## src/sv/rthp_pkg.sv

```systemverilog
// ----------------------------------------------------------------------------
// rthp_pkg: shared types and constants of the RGB to HSV pixel unit
// Holds the channel and hue widths, the hue sector codes, and the job record
// that the classifier passes through the queue to the divider pipeline.
// ----------------------------------------------------------------------------
package rthp_pkg;

	localparam int CHAN_W            = 8;
	localparam int HUE_W             = 13;
	localparam int HUE_FRAC_BITS_DEF = 4;

	// Hue sector bases in whole degrees.
	localparam int HUE_BASE_BLUE_MIN  = 60;
	localparam int HUE_BASE_RED_MIN   = 180;
	localparam int HUE_BASE_GREEN_MIN = 300;

	// Depth of the queue between the classifier and the divider.
	localparam int QUEUE_DEPTH = 4;
	localparam int QUEUE_PTR_W = $clog2(QUEUE_DEPTH);
	localparam int QUEUE_CNT_W = $clog2(QUEUE_DEPTH + 1);

	typedef enum logic [1:0] {
		SECT_GRAY,
		SECT_BLUE_MIN,
		SECT_RED_MIN,
		SECT_GREEN_MIN
	} sector_t;

	// One classified pixel: sector, sign and magnitude of the channel
	// difference, chroma and brightness.
	typedef struct packed {
		sector_t           sector;
		logic              neg;
		logic [CHAN_W-1:0] mag;
		logic [CHAN_W-1:0] chroma;
		logic [CHAN_W-1:0] brightness;
	} hsv_job_t;

endpackage

```

## src/sv/rthp_classify.sv

```systemverilog
// ----------------------------------------------------------------------------
// rthp_classify: pixel classifier
// Finds the largest and smallest channel, the chroma, the hue sector and the
// signed channel difference that the divider needs.
// ----------------------------------------------------------------------------
module rthp_classify (
	input  logic [rthp_pkg::CHAN_W-1:0] red,
	input  logic [rthp_pkg::CHAN_W-1:0] green,
	input  logic [rthp_pkg::CHAN_W-1:0] blue,
	output rthp_pkg::hsv_job_t          job
);

	logic [rthp_pkg::CHAN_W-1:0] hi;
	logic [rthp_pkg::CHAN_W-1:0] lo;

	always_comb begin
		hi = red;
		if (green > hi) hi = green;
		if (blue > hi) hi = blue;
		lo = red;
		if (green < lo) lo = green;
		if (blue < lo) lo = blue;
	end

	// Ties for the minimum resolve in the order blue, red, green.
	always_comb begin
		job.chroma     = hi - lo;
		job.brightness = hi;
		job.sector     = rthp_pkg::SECT_GRAY;
		job.neg        = 1'b0;
		job.mag        = '0;
		if (hi != lo) begin
			if (lo == blue) begin
				job.sector = rthp_pkg::SECT_BLUE_MIN;
				job.neg    = green < red;
				job.mag    = job.neg ? red - green : green - red;
			end else if (lo == red) begin
				job.sector = rthp_pkg::SECT_RED_MIN;
				job.neg    = blue < green;
				job.mag    = job.neg ? green - blue : blue - green;
			end else begin
				job.sector = rthp_pkg::SECT_GREEN_MIN;
				job.neg    = red < blue;
				job.mag    = job.neg ? blue - red : red - blue;
			end
		end
	end

endmodule

```

## src/sv/rthp_queue.sv

```systemverilog
// ----------------------------------------------------------------------------
// rthp_queue: job queue
// A short register queue that decouples the classifier from the divider.
// ----------------------------------------------------------------------------
module rthp_queue (
	input  logic               clk,
	input  logic               arst_n,
	input  logic               wr_en,
	input  rthp_pkg::hsv_job_t wr_job,
	output logic               full,
	input  logic               rd_en,
	output logic               rd_valid,
	output rthp_pkg::hsv_job_t rd_job
);

	rthp_pkg::hsv_job_t                   entry_q [rthp_pkg::QUEUE_DEPTH];
	logic [rthp_pkg::QUEUE_PTR_W-1:0]     wr_ptr_q;
	logic [rthp_pkg::QUEUE_PTR_W-1:0]     rd_ptr_q;
	logic [rthp_pkg::QUEUE_CNT_W-1:0]     count_q;
	logic                                 do_wr;
	logic                                 do_rd;

	assign full     = count_q == rthp_pkg::QUEUE_CNT_W'(rthp_pkg::QUEUE_DEPTH);
	assign rd_valid = count_q != '0;
	assign rd_job   = entry_q[rd_ptr_q];
	assign do_wr    = wr_en && !full;
	assign do_rd    = rd_en && rd_valid;

	always_ff @(posedge clk or negedge arst_n) begin
		if (!arst_n) begin
			wr_ptr_q <= '0;
			rd_ptr_q <= '0;
			count_q  <= '0;
		end else begin
			if (do_wr) wr_ptr_q <= wr_ptr_q + 1'b1;
			if (do_rd) rd_ptr_q <= rd_ptr_q + 1'b1;
			if (do_wr && !do_rd) count_q <= count_q + 1'b1;
			else if (do_rd && !do_wr) count_q <= count_q - 1'b1;
		end
	end

	always_ff @(posedge clk) begin
		if (do_wr) entry_q[wr_ptr_q] <= wr_job;
	end

endmodule

```

## src/sv/rthp_divide.sv

```systemverilog
// ----------------------------------------------------------------------------
// rthp_divide: hue divider pipeline
// Scales the channel difference, divides it by the chroma one quotient bit
// per stage, and adds the sector base into the registered result.
// ----------------------------------------------------------------------------
module rthp_divide #(
	parameter int HUE_FRAC_BITS = rthp_pkg::HUE_FRAC_BITS_DEF
) (
	input  logic                        clk,
	input  logic                        arst_n,
	input  logic                        job_valid,
	input  rthp_pkg::hsv_job_t          job,
	output logic                        job_take,
	input  logic                        pop,
	output logic                        empty,
	output logic [rthp_pkg::HUE_W-1:0]  hue,
	output logic [rthp_pkg::CHAN_W-1:0] chroma,
	output logic [rthp_pkg::CHAN_W-1:0] brightness
);

	localparam int CW    = rthp_pkg::CHAN_W;
	// 60 * 2^F * |diff| / chroma stays below 64 * 2^F.
	localparam int QUO_W = HUE_FRAC_BITS + 6;
	localparam int SUM_W = (HUE_FRAC_BITS + 9 > rthp_pkg::HUE_W) ?
		HUE_FRAC_BITS + 9 : rthp_pkg::HUE_W;
	localparam logic [SUM_W-1:0] BASE_BLUE_MIN  =
		SUM_W'(rthp_pkg::HUE_BASE_BLUE_MIN << HUE_FRAC_BITS);
	localparam logic [SUM_W-1:0] BASE_RED_MIN   =
		SUM_W'(rthp_pkg::HUE_BASE_RED_MIN << HUE_FRAC_BITS);
	localparam logic [SUM_W-1:0] BASE_GREEN_MIN =
		SUM_W'(rthp_pkg::HUE_BASE_GREEN_MIN << HUE_FRAC_BITS);

	logic                  valid_s  [QUO_W+1];
	logic [CW-1:0]         rem_s    [QUO_W+1];
	logic [QUO_W-1:0]      num_s    [QUO_W+1];
	logic [QUO_W-1:0]      quo_s    [QUO_W+1];
	rthp_pkg::sector_t     sector_s [QUO_W+1];
	logic                  neg_s    [QUO_W+1];
	logic [CW-1:0]         chroma_s [QUO_W+1];
	logic [CW-1:0]         bright_s [QUO_W+1];

	logic                  out_valid_q;
	logic [rthp_pkg::HUE_W-1:0] hue_q;
	logic [CW-1:0]         chroma_q;
	logic [CW-1:0]         bright_q;

	logic                  advance;
	logic [13:0]           prod;
	logic [SUM_W-1:0]      base;
	logic [SUM_W-1:0]      quo_ext;
	logic [SUM_W-1:0]      sum;

	// The whole pipeline moves together whenever the output register is free or popped.
	assign advance  = !out_valid_q || pop;
	assign job_take = advance && job_valid;

	// |diff| * 60 as two shifts and a subtract.
	assign prod = ({6'b0, job.mag} << 6) - ({6'b0, job.mag} << 2);

	always_ff @(posedge clk or negedge arst_n) begin
		if (!arst_n) begin
			valid_s[0] <= 1'b0;
		end else if (advance) begin
			valid_s[0] <= job_valid;
		end
	end

	// The upper byte of the scaled numerator is already below the chroma.
	always_ff @(posedge clk) begin
		if (advance) begin
			rem_s[0]    <= prod[13:6];
			num_s[0]    <= QUO_W'(prod[5:0]) << HUE_FRAC_BITS;
			quo_s[0]    <= '0;
			sector_s[0] <= job.sector;
			neg_s[0]    <= job.neg;
			chroma_s[0] <= job.chroma;
			bright_s[0] <= job.brightness;
		end
	end

	for (genvar k = 1; k <= QUO_W; k++) begin : g_step
		logic [CW:0] trial;
		logic [CW:0] diff;
		logic        ge;

		assign trial = {rem_s[k-1], num_s[k-1][QUO_W-1]};
		assign diff  = trial - {1'b0, chroma_s[k-1]};
		assign ge    = trial >= {1'b0, chroma_s[k-1]};

		always_ff @(posedge clk or negedge arst_n) begin
			if (!arst_n) begin
				valid_s[k] <= 1'b0;
			end else if (advance) begin
				valid_s[k] <= valid_s[k-1];
			end
		end

		always_ff @(posedge clk) begin
			if (advance) begin
				rem_s[k]    <= ge ? diff[CW-1:0] : trial[CW-1:0];
				num_s[k]    <= num_s[k-1] << 1;
				quo_s[k]    <= {quo_s[k-1][QUO_W-2:0], ge};
				sector_s[k] <= sector_s[k-1];
				neg_s[k]    <= neg_s[k-1];
				chroma_s[k] <= chroma_s[k-1];
				bright_s[k] <= bright_s[k-1];
			end
		end
	end

	always_comb begin
		case (sector_s[QUO_W])
			rthp_pkg::SECT_BLUE_MIN:  base = BASE_BLUE_MIN;
			rthp_pkg::SECT_RED_MIN:   base = BASE_RED_MIN;
			rthp_pkg::SECT_GREEN_MIN: base = BASE_GREEN_MIN;
			default:                  base = '0;
		endcase
	end

	// The truncated quotient never exceeds the base, so the difference never goes negative.
	assign quo_ext = SUM_W'(quo_s[QUO_W]);
	assign sum = (sector_s[QUO_W] == rthp_pkg::SECT_GRAY) ? '0 :
		(neg_s[QUO_W] ? base - quo_ext : base + quo_ext);

	always_ff @(posedge clk or negedge arst_n) begin
		if (!arst_n) begin
			out_valid_q <= 1'b0;
		end else if (advance) begin
			out_valid_q <= valid_s[QUO_W];
		end
	end

	always_ff @(posedge clk) begin
		if (advance) begin
			hue_q    <= sum[rthp_pkg::HUE_W-1:0];
			chroma_q <= chroma_s[QUO_W];
			bright_q <= bright_s[QUO_W];
		end
	end

	assign empty      = !out_valid_q;
	assign hue        = hue_q;
	assign chroma     = chroma_q;
	assign brightness = bright_q;

endmodule

```

## src/sv/rgb_to_hsv_pixel_unit.sv

```systemverilog
// ----------------------------------------------------------------------------
// rgb_to_hsv_pixel_unit: RGB to hue, chroma and value converter
// Throughput: one pixel per cycle, set by the divider, while results are popped.
// Reset: arst_n clears the queue and all valid flags at once; no clearing pass.
// ----------------------------------------------------------------------------
module rgb_to_hsv_pixel_unit #(
	parameter int HUE_FRAC_BITS = rthp_pkg::HUE_FRAC_BITS_DEF
) (
	input  logic                        clk,
	input  logic                        arst_n,
	input  logic                        push,
	output logic                        full,
	input  logic [rthp_pkg::CHAN_W-1:0] red,
	input  logic [rthp_pkg::CHAN_W-1:0] green,
	input  logic [rthp_pkg::CHAN_W-1:0] blue,
	output logic                        empty,
	input  logic                        pop,
	output logic [rthp_pkg::HUE_W-1:0]  hue,
	output logic [rthp_pkg::CHAN_W-1:0] chroma,
	output logic [rthp_pkg::CHAN_W-1:0] brightness
);

	// The front end classifies each pixel in the cycle it arrives: it finds
	// the largest and smallest channel, the chroma, and which channel is the
	// minimum. That choice picks the hue sector and the signed channel
	// difference that must be divided by the chroma.
	rthp_pkg::hsv_job_t new_job;
	rthp_pkg::hsv_job_t queued_job;
	logic               queued_valid;
	logic               queued_take;

	rthp_classify u_classify (
		.red   (red),
		.green (green),
		.blue  (blue),
		.job   (new_job)
	);

	// A push transaction lands in a short queue. The queue lets the input
	// side keep taking pixels until it is full while the result side is
	// stalled, and it isolates the input handshake from the pipeline enable.
	rthp_queue u_queue (
		.clk      (clk),
		.arst_n   (arst_n),
		.wr_en    (push),
		.wr_job   (new_job),
		.full     (full),
		.rd_en    (queued_take),
		.rd_valid (queued_valid),
		.rd_job   (queued_job)
	);

	// The back end scales the difference by 60 degrees in fixed point and
	// runs a restoring division, one quotient bit per stage, so a new pixel
	// can enter every cycle. The quotient is truncated toward zero and the
	// sector base is added afterward. The last stage is the output register;
	// the pipeline holds still only while that register waits for a pop
	// transaction.
	rthp_divide #(
		.HUE_FRAC_BITS (HUE_FRAC_BITS)
	) u_divide (
		.clk        (clk),
		.arst_n     (arst_n),
		.job_valid  (queued_valid),
		.job        (queued_job),
		.job_take   (queued_take),
		.pop        (pop),
		.empty      (empty),
		.hue        (hue),
		.chroma     (chroma),
		.brightness (brightness)
	);

endmodule

```

## config.mk

```make
export PLATFORM = sky130hd
export DESIGN_NAME = rgb_to_hsv_pixel_unit
export DESIGN_NICKNAME = d
export VERILOG_FILES = /design/src/sv/rthp_pkg.sv /design/src/sv/rthp_classify.sv /design/src/sv/rthp_queue.sv /design/src/sv/rthp_divide.sv /design/src/sv/rgb_to_hsv_pixel_unit.sv
export SDC_FILE = /design/constraint.sdc
export NUM_CORES = 1
export LEC_CHECK = 0
export ABC_AREA = 1
export BUFFER_PORTS_ARGS = -buffer_cell sky130_fd_sc_hd__buf_4
export CAP_MARGIN = 25
export CORE_MARGIN = 2
export CORE_UTILIZATION = 50
export CTS_CLUSTER_DIAMETER = 80
export CTS_CLUSTER_SIZE = 10
export DETAILED_ROUTE_END_ITERATION = 7
export GPL_TIMING_DRIVEN = 0
export PLACE_DENSITY_LB_ADDON = 0.1
export SLEW_MARGIN = 0
export SYNTH_ARGS = -nofsm -noshare
export SYNTH_HDL_FRONTEND = slang
export SYNTH_HIERARCHICAL = 1
export SYNTH_SLANG_ARGS = --single-unit
```

## constraint.sdc

```tcl
create_clock -name clk -period 24.5 [get_ports clk]
set_clock_uncertainty 0.2 [all_clocks]
set_input_delay 1.225 -clock clk [delete_from_list [all_inputs] [get_ports clk]]
set_output_delay 1.225 -clock clk [all_outputs]
set_load 0.05 [all_outputs]
```

==> flow_summary.toml <==
[run_status]
status = "completed"

[finish]
final_cell_mix = "491 x edfxtp_1, 443 x nand2_1, 352 x inv_1"
seq_area_sq_um = 15200
finalNonFillerCells = 3122
fin_area_sq_um = 28800
multi_input_area_sq_um = 8840
fin_util_pct = 56.5
diodes = 0
drive_gt1_share_pct = 11.5
final_common_cell = "edfxtp_1"
layout.nets = 2636
synthToLayoutAreaGrowth_pct = 12.2
nFillCells = 4254

[synth]
ys_ff_latch = 510
yosys.area_share.simple_pct = 13.3
seq_area_frac_synth_pct = 59.3
yosys-top-cells-area = "edfxtp_1 57%, ha_1 8.2%, nand2_1 6.5%"
synth_nets = 2511
synth.avg_cell_area_sq_um = 11.2
synth_top_family_by_area = "simple AND/OR/NAND/NOR gates"
synth_edf_count = 491
yosys_warnings = 6
netlist_area_sq_um = 25700
netlist_instances = 2297
synth_xor_area_share_pct = 3.23
ys.flop_type = "edfxtp_1"
synth_top_area_cell = "edfxtp_1"
synthMuxAreaShare_pct = 0.405
post_synth_num_cell_types = 54
async_flop_share_pct = 3.73
synth_compound_area_share_pct = 7.88
synth_top_area_share_pct = 57.5
synthAdderAreaFrac_pct = 9.57

[pwr]
power_leakage_nw = 12.6
powerDensity_nw_per_um2 = 154
p_total_mw = 4.43
ir_drop_mv = 0.0801

[placed_design]
gp_congestion = 0.919
dp.cells = 3043
place_ws_ps = 17400
port_buffers = 58
post-dp-hpwl_mm = 35.8
place_area_sq_um = 27200

[grt]
grt_first_pass_wirelength_mm = 80.2
antenna_found_initial = 0
gr-total-overflow = 0
grt_pass1_vias = 15715
grt_max_degree = 73
grtUsageTotal_pct = 18.9

[floorplan]
ios = 59
dieHeight_um = 231
core_area_sq_um = 51000
dieArea_sq_um = 53100
start_util_pct = 50.3
num_rows = 83
die_x_um = 231

[route]
first_pass_iters = 5
wl_per_cell_um = 15.8
vias_per_cell = 5.15
antenna_left = 0
drc = 0
vias = 16075
routed_wl_mm = 49.3
drt_iter0_markers = 1127

[timing]
fmax_mhz = 151
whs_ps = 199
rsz0062_at_grt = "no"
finalHoldViolations = 0
fin_crit_ps = 6610
max-slew-margin-rel_pct = 36.1
slew_violations = 0
period_share_pct = 27.0
setup_ws_ps = 17890
finalSetupViolCount = 0
tightest_slew_ps = 953
setup_tns_ps = 0

[min_path]
hold_path.class = "flip-flop to flip-flop"
hold_end = "u_divide/quo_s[8][4]$_DFFE_PN_"
holdPathStages = 0
min-delay-start = "u_divide/quo_s[7][3]$_DFFE_PN_"

[cts]
cts_max_path_buffers = 3
cts_tree = "built"
clk_pin_slew_ps = 50
cts.htree.levels = 2
clock_sink_count = 510
postCtsSetupRepairBufs = 0
post_cts_resized = 0
hold_buffers = 0
root_buffer = "clkbuf_16"
worstSkewPairLatency_ps = 630
cts-buffers-inserted = 57

[worst_setup_path]
arrival_ps = 6770
r2r-end = "u_divide/rem_s[4][3]$_DFFE_PN_"
cp_slowest_cell = "ha_1"
worstReg2RegStart = "u_divide/out_valid_q$_DFFE_PN0N_"
startpoint = "green[0]"
worstSetupPathType = "primary input to flip-flop"
end_kind = "flip-flop"
cp_top_family = "compound AO/OA/AOI/OAI gates"
worstPathMaxFanout = 10
cp_num_buf_inv = 7
cpPeakStageDelay_ps = 450
ff2ff_path_depth = 10
crit_required_ps = 24650
start_kind = "primary input"
reg2reg_slack_ps = 20920

[run]
max-cap-violations = 0
[final cells by class]
cell class | instances | area share [%]
well taps | 680 | 2.96
inverters | 370 | 4.82
multi-input cells | 1381 | 30.7
clock inverters | 5 | 0.361
repair buffers | 66 | 2.25
flip-flops and latches | 510 | 52.9
plain buffers | 36 | 0.843
clock buffers | 74 | 5.18
[registers in the layout (all words and copies together) (netlist names), 8 cells and up]
name,cells
u_divide/sector_s,22
u_divide/chroma_s,88
u_divide/rem_s,80
u_queue/entry_q,108
u_divide/quo_s,55
u_divide/valid_s,11
u_divide/hue,13
u_divide/neg_s,11
u_divide/chroma,8
u_divide/brightness,8
u_divide/num_s,10
u_divide/bright_s,88
[metal layers]
metal | track usage (%) | share of wire [%]
met1 | 25.6 | 46
met2 | 31.9 | 48
met3 | 2.78 | 4.2
met4 | 5.20 | 1.9
met5 | 0 | 0
[cells by family (layout without fill, tap and decap cells)]
family,Yosys count,after routing
AO/OA/AOI/OAI,326,326
XOR/XNOR,93,93
adder cells (fa/ha/maj),186,186
buffers and inverters,406,551
flip-flops,510,510
multiplexers,10,10
AND/OR/NAND/NOR,766,766
[cells in the mapped netlist, types with 3 or more instances]
cell type / number
a21o_1: 4
a21oi_1: 119
a31oi_1: 3
and3_1: 3
buf_2: 19
buf_6: 8
clkbuf_1: 6
dfrtp_1: 19
edfxtp_1: 491
fa_1: 17
ha_1: 169
inv_1: 352
inv_2: 18
mux2_2: 3
mux2i_1: 7
nand2_1: 443
nand2_2: 31
nand2_4: 14
nand3_1: 102
nand3_2: 6
nand3b_1: 3
nand4_1: 19
nor2_1: 105
nor2_2: 7
nor2_4: 3
nor3_1: 22
o211ai_1: 55
o211ai_2: 16
o21ai_0: 85
o21ai_1: 14
o21ai_2: 10
o221ai_1: 4
or2_2: 3
xnor2_1: 27
xor2_1: 64
[worst reg2reg max path, delay by kind of cell (launching register included)]
kind                   cells  cell delay (ps)
AND/OR/NAND/NOR            1               60
buffers and inverters      9             2580
flip-flops                 1              360
[worst max path at each step]
stage	end	slack, ps	cells past startpoint
final	u_queue/entry_q[2][15]$_DFFE_PP_	17890	30
after detailed placement	u_queue/entry_q[2][15]$_DFFE_PP_	17400	30
after CTS	u_queue/entry_q[2][15]$_DFFE_PP_	17990	30
after global placement	u_queue/count_q[1]$_DFFE_PN0P_	6390	12
after floorplan	u_queue/count_q[1]$_DFFE_PN0P_	10530	11
after global routing	u_queue/entry_q[2][15]$_DFFE_PP_	17250	30
[power breakdown]
group	total, mW	internal (mW)	switching, mW
clock network	0.738	0.422	0.316
registers	1.76	1.59	0.166
logic	1.93	0.692	1.24
No activity file was read; power rests on OpenSTA's default activity.
